File: config.mk
export PLATFORM = sky130hd
export DESIGN_NAME = touch_report_event_filter
export DESIGN_NICKNAME = d
export VERILOG_FILES = /design/src/design/tref_pkg.sv /design/src/design/tref_core.sv /design/src/design/touch_report_event_filter.sv
export SDC_FILE = /design/constraint.sdc
export NUM_CORES = 1
export LEC_CHECK = 0
export BUFFER_PORTS_ARGS = -buffer_cell sky130_fd_sc_hd__clkbuf_2
export CAP_MARGIN = 20
export CELL_PAD_IN_SITES_DETAIL_PLACEMENT = 1
export CELL_PAD_IN_SITES_GLOBAL_PLACEMENT = 2
export CORE_MARGIN = 4
export CORE_UTILIZATION = 40
export CTS_CLUSTER_DIAMETER = 120
export DETAILED_ROUTE_END_ITERATION = 6
export MAX_ROUTING_LAYER = met4
export PLACE_DENSITY = 0.85
export SKIP_LAST_GASP = 1
export SYNTH_ARGS = -nofsm -noshare
export SYNTH_HDL_FRONTEND = slang
export SYNTH_SLANG_ARGS = --single-unit
File: constraint.sdc
create_clock -name clk_i -period 5.41 [get_ports clk_i]
set_input_delay 1.082 -clock clk_i [delete_from_list [all_inputs] [get_ports clk_i]]
set_output_delay 1.082 -clock clk_i [all_outputs]
set_load 0.02 [all_outputs]
File: src/design/tref_pkg.sv
// Shared types, constants and field layouts of the touch report event filter.
package tref_pkg;

  localparam int unsigned TimeW  = 32;
  localparam int unsigned TimeoutW = 16;
  localparam int unsigned CoordW = 12;
  localparam int unsigned ReportW = 56;

  localparam logic [15:0] DefaultTimeout = 16'd50;

  // Configuration register indexes.
  localparam logic CfgStaleTimeout   = 1'b0;
  localparam logic CfgMissingTimeout = 1'b1;

  // Event flag values in bits 7:6 of report byte 3.
  localparam logic [1:0] FlagDown    = 2'b00;
  localparam logic [1:0] FlagLift    = 2'b01;
  localparam logic [1:0] FlagContact = 2'b10;

  typedef enum logic [1:0] {
    KIND_NONE  = 2'd0,
    KIND_START = 2'd1,
    KIND_MOVE  = 2'd2,
    KIND_END   = 2'd3
  } event_kind_e;

  typedef struct packed {
    logic                interrupt_seen;
    logic [TimeW-1:0]    now_ms;
    logic                read_ok;
    logic [ReportW-1:0]  report;  // byte 0 in bits 7:0 up to byte 6 in bits 55:48
  } tref_item_t;

  typedef struct packed {
    logic                is_touching;
    logic [TimeW-1:0]    last_check_ms;
    logic [TimeW-1:0]    last_report_ms;
    logic [ReportW-1:0]  previous_report;
    logic [CoordW-1:0]   point_x;
    logic [CoordW-1:0]   point_y;
  } tref_state_t;

  typedef struct packed {
    logic [TimeoutW-1:0] stale_timeout_ms;
    logic [TimeoutW-1:0] missing_timeout_ms;
  } tref_cfg_t;

  typedef struct packed {
    event_kind_e         kind;
    logic [CoordW-1:0]   x_pos;
    logic [CoordW-1:0]   y_pos;
  } tref_result_t;

endpackage

File: src/design/tref_core.sv
// Decision logic for one poll: next filter state and the result item.
module tref_core import tref_pkg::*; (
  input  tref_item_t   item_i,
  input  tref_state_t  state_i,
  input  tref_cfg_t    cfg_i,
  output tref_state_t  state_o,
  output tref_result_t result_o
);

  logic [TimeW-1:0]  check_age;
  logic [TimeW-1:0]  report_age;
  logic              stale_expired;
  logic              missing_expired;
  logic [7:0]        gesture;
  logic [3:0]        count;
  logic [1:0]        flag;
  logic [CoordW-1:0] new_x;
  logic [CoordW-1:0] new_y;

  // Differences wrap modulo 2^32, so a plain subtract does the job.
  assign check_age       = item_i.now_ms - state_i.last_check_ms;
  assign report_age      = item_i.now_ms - state_i.last_report_ms;
  assign stale_expired   = check_age >= {{(TimeW-TimeoutW){1'b0}}, cfg_i.stale_timeout_ms};
  assign missing_expired = report_age >= {{(TimeW-TimeoutW){1'b0}}, cfg_i.missing_timeout_ms};

  assign gesture = item_i.report[15:8];
  assign count   = item_i.report[19:16];
  assign flag    = item_i.report[31:30];
  assign new_x   = {item_i.report[27:24], item_i.report[39:32]};
  assign new_y   = {item_i.report[43:40], item_i.report[55:48]};

  always_comb begin
    state_o          = state_i;
    result_o.kind    = KIND_NONE;
    result_o.x_pos   = '0;
    result_o.y_pos   = '0;
    state_o.last_check_ms = item_i.now_ms;

    if (!item_i.interrupt_seen) begin
      if (state_i.is_touching && missing_expired) begin
        state_o.is_touching = 1'b0;
        result_o.kind  = KIND_END;
        result_o.x_pos = state_i.point_x;
        result_o.y_pos = state_i.point_y;
      end
    end else if (!state_i.is_touching && stale_expired) begin
      // A stale interrupt only refreshes the check time.
    end else if (item_i.read_ok) begin
      state_o.last_report_ms = item_i.now_ms;
      if (item_i.report != state_i.previous_report) begin
        state_o.previous_report = item_i.report;
        if (gesture == 8'd0) begin
          state_o.point_x = new_x;
          state_o.point_y = new_y;
          if (count == 4'd1 && flag == FlagDown) begin
            state_o.is_touching = 1'b1;
            result_o.kind = KIND_START;
          end else if (count == 4'd1 && flag == FlagContact) begin
            result_o.kind = KIND_MOVE;
          end else if (count == 4'd0 && flag == FlagLift) begin
            state_o.is_touching = 1'b0;
            result_o.kind = KIND_END;
          end
          if (result_o.kind != KIND_NONE) begin
            result_o.x_pos = new_x;
            result_o.y_pos = new_y;
          end
        end
      end
    end
  end

endmodule

File: src/design/touch_report_event_filter.sv
// Top level of the touch report event filter: stream ports, registers and checks.

// One poll enters per cycle while the output is not stalled and gives exactly
// one result item: the poll is captured in an input register, the filter
// state and the result register are updated from it when the result register
// is free or being taken, and the result is offered on the master side. A
// stalled output holds the result register, and the input register then takes
// one more poll before the slave side stops. Both timeouts reset to 50 ms and
// may be written only while no poll is in flight.
module touch_report_event_filter import tref_pkg::*; (
  input  logic        clk_i,
  input  logic        rst_ni,
  input  logic        s_axis_tvalid_i,
  output logic        s_axis_tready_o,
  // now_ms, mode_byte, gesture_code, point_count_byte, x_high_byte,
  // x_low_byte, y_high_byte, y_low_byte
  input  logic [87:0] s_axis_tdata_i,
  // interrupt_seen, read_ok
  input  logic [1:0]  s_axis_tuser_i,
  output logic        m_axis_tvalid_o,
  input  logic        m_axis_tready_i,
  // x_pos, y_pos
  output logic [23:0] m_axis_tdata_o,
  // event_kind
  output logic [1:0]  m_axis_tuser_o,
  input  logic        cfg_we_i,
  input  logic        cfg_idx_i,
  input  logic [15:0] cfg_data_i
);

  logic         in_valid_q;
  tref_item_t   item_q;
  logic         out_valid_q;
  tref_result_t result_q;
  tref_result_t result_d;
  tref_state_t  state_q;
  tref_state_t  state_d;
  tref_cfg_t    cfg_q;
  logic         advance;
  logic         in_fire;
  logic         out_fire;

  assign out_fire        = out_valid_q && m_axis_tready_i;
  assign advance         = in_valid_q && (!out_valid_q || m_axis_tready_i);
  assign s_axis_tready_o = !in_valid_q || advance;
  assign in_fire         = s_axis_tvalid_i && s_axis_tready_o;

  tref_core u_core (
    .item_i   (item_q),
    .state_i  (state_q),
    .cfg_i    (cfg_q),
    .state_o  (state_d),
    .result_o (result_d)
  );

  always_ff @(posedge clk_i or negedge rst_ni) begin
    if (!rst_ni) begin
      cfg_q.stale_timeout_ms   <= DefaultTimeout;
      cfg_q.missing_timeout_ms <= DefaultTimeout;
    end else if (cfg_we_i) begin
      case (cfg_idx_i)
        CfgStaleTimeout:   cfg_q.stale_timeout_ms   <= cfg_data_i;
        CfgMissingTimeout: cfg_q.missing_timeout_ms <= cfg_data_i;
        default: ;
      endcase
    end
  end

  always_ff @(posedge clk_i or negedge rst_ni) begin
    if (!rst_ni) begin
      in_valid_q  <= 1'b0;
      out_valid_q <= 1'b0;
      state_q     <= '0;
    end else begin
      if (in_fire) begin
        in_valid_q <= 1'b1;
      end else if (advance) begin
        in_valid_q <= 1'b0;
      end
      if (advance) begin
        out_valid_q <= 1'b1;
        state_q     <= state_d;
      end else if (out_fire) begin
        out_valid_q <= 1'b0;
      end
    end
  end

  always_ff @(posedge clk_i) begin
    if (in_fire) begin
      item_q.interrupt_seen <= s_axis_tuser_i[0];
      item_q.read_ok        <= s_axis_tuser_i[1];
      item_q.now_ms         <= s_axis_tdata_i[31:0];
      item_q.report         <= s_axis_tdata_i[87:32];
    end
    if (advance) begin
      result_q <= result_d;
    end
  end

  assign m_axis_tvalid_o = out_valid_q;
  assign m_axis_tdata_o  = {result_q.y_pos, result_q.x_pos};
  assign m_axis_tuser_o  = result_q.kind;

  // A result without an event carries a zero point.
  a_none_zero_point: assert property (@(posedge clk_i) disable iff (!rst_ni)
    (out_valid_q && result_q.kind == KIND_NONE) |-> (m_axis_tdata_o == 24'd0))
    else $error("event-free result carries a nonzero point");

  // A start leaves the touch active, an end leaves it inactive.
  a_start_sets_touch: assert property (@(posedge clk_i) disable iff (!rst_ni)
    (advance && result_d.kind == KIND_START) |=> state_q.is_touching)
    else $error("touch start did not mark the touch active");

  a_end_clears_touch: assert property (@(posedge clk_i) disable iff (!rst_ni)
    (advance && result_d.kind == KIND_END) |=> !state_q.is_touching)
    else $error("touch end left the touch active");

  // A poll waiting in the input register is neither lost nor changed.
  a_pending_held: assert property (@(posedge clk_i) disable iff (!rst_ni)
    (in_valid_q && !advance) |=> (in_valid_q && $stable(item_q)))
    else $error("pending poll was dropped or overwritten");

  // The filter state moves only when a poll is processed.
  a_state_only_on_advance: assert property (@(posedge clk_i) disable iff (!rst_ni)
    !advance |=> $stable(state_q))
    else $error("filter state changed without a processed poll");

endmodule
# Yosys cells after proc, flatten, opt, wreduce, memory -nomap -nowiden
# Index checks and enable logic that the tools add are counted.
dict set report classes {
  addsub 2
  n_reduce_logical 26
  mux 28
  bitwise_logic 2
  magnitude_cmp 2
  eq_ne 10
}
# cell count
set ops {}
lappend ops {{$mux 26} 6}
lappend ops {{$ge 32x16->1} 2}
lappend ops {{$sub 32x32->32} 2}
lappend ops {{$ne 56x56->1} 1}
lappend ops {{$mux 24} 1}
lappend ops {{$mux 2} 8}
lappend ops {{$mux 1} 13}
lappend ops {{$logic_and 1x1->1} 8}
lappend ops {{$logic_not 8->1} 1}
lappend ops {{$reduce_and 8->1} 1}
lappend ops {{$reduce_bool 2->1} 4}
lappend ops {{$reduce_and 6->1} 1}
lappend ops {{$reduce_and 5->1} 1}
lappend ops {{$eq 4x1->1 const B} 1}
lappend ops {{$logic_not 4->1} 1}
lappend ops {{$ne 2x1->1 const B} 2}
lappend ops {{$ne 2x2->1 const B} 2}
lappend ops {{$reduce_and 2->1} 2}
lappend ops {{$reduce_and 4->1} 1}
lappend ops {{$logic_not 1->1} 3}
lappend ops {{$ne 3x1->1 const B} 1}
lappend ops {{$ne 3x2->1 const B} 1}
lappend ops {{$eq 2x1->1 const B} 1}
lappend ops {{$eq 2x2->1 const B} 1}
lappend ops {{3 further kinds} 5}
dict set report word_totals {
  inputBits 112
  reg_bits 295
  out_inout_bits 28
  wordCells 87
}

# Logic depth before layout (Yosys ltp)
dict set report logic_depth {
  word_depth 17
  mapped_depth 24
  mapped_depth_nobuf 23
}

# By module
# Synthesis repeated with hierarchy kept, for this count alone.
dict set report unflattened {
  cells_unflattened 1509
  hier_area_um2 18171.2
}
# module seq_area_each_um2 area_each_um2 cells_per_inst n_inst
set modules_own_cells {}
lappend modules_own_cells {touch_report_event_filter 7970.1 10731.5 499 1}
lappend modules_own_cells {tref_core 0.0 7439.6 1010 1}

# Least setup slack after synthesis
# OpenSTA, ideal clock, no wires.
dict set report synth_path {
  kind {register to register}
  startpoint {register item_q[57] (netlist bit)}
  endpoint {register result_q, in the netlist m_axis_tdata_o[0], data pin}
  setup_time_ns 0.256
  path_buffers 1
  t_arrival_ns 4.356
  required_ns 5.154
  synth_period_minus_slack_ns 4.612
  path_stages_with_launch 25
  slack_ns 0.798
  cell_sequence {edfxtp_1 -> inv_1 -> ha_1 -> fa_1 -> nand2b_1 -> a21oi_1 -> o2111ai_1 -> nor2b_1 -> o21ai_0 -> nand3_1 -> nand2_1 -> xor2_1 -> ha_1 -> nand4_1 -> nor3_1 -> a21oi_1 -> o21ai_0 -> nor3_1 -> o2111ai_1 -> nor4_1 -> nand4b_1 -> nor4_1 -> nor3_2 -> clkbuf_1 -> a22o_1}
}
# element line
set synth_lines {}
lappend synth_lines {{start: declaration} touch_report_event_filter.sv:32} ;# tref_item_t item_q;
lappend synth_lines {{end signal: assignment} touch_report_event_filter.sv:97} ;# result_q <= result_d;
lappend synth_lines {{end: declaration} touch_report_event_filter.sv:34} ;# tref_result_t result_q;

==> metrics.md <==
| Metric | Value |
|---|---|
| Number of global-route vias before repair | `12.4k` |
| R2r worst-path depth | `25` |
| Synth unique cells | `76` |
| Status | `complete, no violations` |
| Switch Pwr | `1.78 mW` |
| #FFs+latches synth | `295` |
| Post-synth top cells | `dfrtp_1 (173), nand2_1 (146), edfxtp_1 (116)` |
| Final net count | `1,788` |
| Vias | `11.4k` |
| Worst reg2reg startpoint | `item_q[57]` |
| Met3 Track Usage GR | `0.0278` |
| Die Width | `207 um` |
| Seq/Total Area, Yosys | `0.502` |
| CP peak stage delay | `0.41 ns` |
| Slew Limit Fails | `0` |
| CP Depth | `25` |
| Worst-path maximum fanout | `20` |
| Die span in y | `207 um` |
| Design Area, Final | `18,300 um^2` |
| Net Count, Synth | `1,644` |
| Yosys top cell area share | `0.273` |
| RePlAce Congestion | `0.860` |
| Comb power frac | `0.191` |
| Least-Margin Pin Slew | `0.952 ns` |
| Slew Limit Headroom | `0.365` |
| Most frequent cell after synthesis | `dfrtp_1` |
| Hold Path Class | `register to register` |
| GRT overflow | `0` |
| Worst Setup End Kind | `register` |
| Setup Crit Path Kind | `register to register` |
| Antenna-violating nets left | `0` |
| Cell taking the most area after synthesis | `dfrtp_1` |
| Top Usage Layer GRT | `met2` |
| Critical Path Start Type | `register` |
| Syn Inst Count | `1,436` |
| Largest net degree at the start of global routing | `97` |
| First-pass GRT wire length | `69,100 um` |
| # H-tree levels | `2` |
| Hold WS | `0.505 ns` |
| Post-DR wirelength/cell | `20.4 um` |
| Worst VDD drop | `0.000275 V` |
| Leakage | `8.29 nW` |
| Avg Cell Area, Syn | `11.1 um^2` |
| DRT Pass-1 Iters | `5` |
| Detailed Place HPWL | `32,500 um` |
| Antenna cells | `0` |
| Top Family by Delay on Critical Path | `simple AND/OR/NAND/NOR gates` |
| Initial DRC count | `528` |
| IO buf count | `139` |
| Cts hold-fix bufs | `0` |
| Synth area leaders | `dfrtp_1 (27%), edfxtp_1 (22%), ha_1 (7.4%)` |
| R2R setup slack | `0.28 ns` |
| Tcrit/Tclk final | `0.948` |
| Pint | `4.28 mW` |
| Initial antenna violation count | `0` |
| GRT Total Usage | `0.206` |
| DRC viols | `0` |
| Final setup violation count | `0` |
| Slowest CP cell | `fa_1` |
| Vias per cell | `5.35` |
| Clock tree buffer depth | `3` |
| Max Cap Viol | `0` |
| Worst Skew | `0.0269 ns` |
| CP startpoint | `item_q[57]` |
| Post-Layout Cell Count | `2,125` |
| Syn Std Cell Area | `15,900 um^2` |
| Row count | `72` |
| Clock latency on the worst-skew pair | `0.56 ns` |
| Critical Path End | `m_axis_tdata_o[5]` |
| Predominant post-synthesis flop cell | `dfrtp_1` |
| Worst-path clk slew | `0.06 ns` |
| Initial Util | `0.408` |
| Worst Path Arrival | `5.44 ns` |
| Cell Count Post-Placement | `2,057` |
| Async set-reset flop share out of synthesis | `0.607` |
| Switching portion of total power | `0.293` |
| Fillers | `4,268` |
| PD cells | `330 nW/um^2` |
| Critical path required time | `5.72 ns` |
| Setup TNS | `0 ns` |
| DRT Wirelength | `43,400 um` |
| Clock power share | `0.385` |
| Hold Violations, Final | `0` |
| Fmax | `0.195 GHz` |
| FF-to-FF End | `m_axis_tdata_o[5]` |
| CP bufs+invs | `3` |
| Post-synth EDFFs | `116` |
| Share of cells above drive strength 1 | `0.210` |
| Min cycle time layout | `5.13 ns` |
| Syn. warnings | `0` |
| GR Util met1 | `0.268` |
| Met2 GRT Util | `0.342` |
| Die area | `42,900 um^2` |
| Clock Sinks | `295` |
| Syn-to-layout area delta | `15.6%` |
| Core area | `38,900 um^2` |
| Reg power frac | `0.424` |
| CTS buffer count | `35` |
| Placed Area | `17,100 um^2` |
| I/O pin total | `140` |
| Root Buffer | `clkbuf_16` |
| CTS tree | `yes` |
| Hold wc startpoint | `in_valid_q` |
==> worst min path at each step <==
stage                      end  slack [ns]  cells past startpoint
6_report       m_axis_tvalid_o        0.51                      1
5_1_grt               cfg_q[7]        0.52                      1
4_1_cts        m_axis_tvalid_o        0.51                      1
3_5_place_dp   m_axis_tvalid_o        0.49                      1
3_3_place_gp   m_axis_tvalid_o        0.47                      1
2_1_floorplan     state_q[112]        0.45                      2
==> layer usage <==
layer	wire, um	up-vias
li1	-	5454
met1	19900	5650
met2	21200	207
met3	1390	57
met4	926	0
met5	0	-
==> placed cells by master, fill, tap and decap left out, types with 10 or more instances in the layout <==
cell / instances
a22o_1: 24
o22ai_1: 30
a21oi_1: 83
nand2b_1: 16
inv_1: 109
buf_4: 11
xor2_1: 29
nand2_1: 146
dfrtp_1: 173
clkbuf_2: 138
xnor2_1: 75
edfxtp_1: 116
ha_1: 94
clkbuf_16: 37
a21o_1: 17
clkbuf_1: 10
mux2_2: 59
nand4_1: 24
nor2_1: 57
mux2_4: 40
nor3_1: 13
nor4_1: 14
o211ai_1: 13
a211oi_1: 10
nand3_1: 25
o21ai_0: 103
==> kinds of logic (layout without fill, tap and decap cells) <==
| logic type | Yosys count | after routing | synth area share |
|---|---|---|---|
| AOI/OAI and AO/OA | 347 | 347 | 0.139 |
| and+or+nand+nor | 332 | 332 | 0.100 |
| DFF | 295 | 295 | 0.502 |
| buffers and inverters | 159 | 330 | 0.0424 |
| xor gates and xnor gates | 104 | 104 | 0.0574 |
| muxes | 103 | 103 | 0.0822 |
| adders and majority gates | 96 | 96 | 0.0766 |
==> worst reg2reg max path, delay by kind of cell, from the launching register on <==
family	cells	cell delay (ns)
buf+inv	3	0.47
simple gates	11	1.76
xor+xnor	1	0.18
compound gates	7	1.26
fa+ha+maj	3	0.92
flops	1	0.35
==> registers in the layout, summed over array words and instances, names as in the netlist <==
name	cells
state_q	145
m_axis_tdata_o	24
m_axis_tvalid_o	1
m_axis_tuser_o	2
cfg_q	32
item_q	90
in_valid_q	1
==> final cells by class <==
class                           instances  area [um^2]  area share
Clock inverter                         14          129     0.00703
Timing Repair Buffer                  156          910      0.0496
Clock buffer                           50         1000      0.0548
Inverter                              110          413      0.0225
Multi-Input combinational cell        982         7270       0.396
Tap cell                              518          648      0.0353
Sequential cell                       295         7970       0.435
==> repair_timing <==
| item | CTS | global route |
|---|---|---|
| setup buffers | 0 | 2 |
| gates resized for setup | 0 | 4 |
| setup endpoints to repair | 0 | 37 |
==> stage by stage <==
step           power (mW)  setup slack [ns]   util
2_1_floorplan        3.38             0.798      -
3_3_place_gp         3.73             0.356  0.440
3_5_place_dp         3.76             0.122  0.440
5_1_grt              6.38           -0.0303  0.471
4_1_cts              6.13            0.0826  0.469
6_report             6.05             0.280  0.471
==> power groups by stage <==
stage                     Sequential [mW]  Combinational (mW)  Clock, mW
final                                2.57                1.15       2.33
after global routing                 2.58                1.30       2.49
after CTS                            2.57                1.16       2.40
after detailed placement             2.61                1.15          0
after global placement               2.61                1.12          0
after floorplan                      2.59               0.791          0
Power figures use the tool's default switching activity.
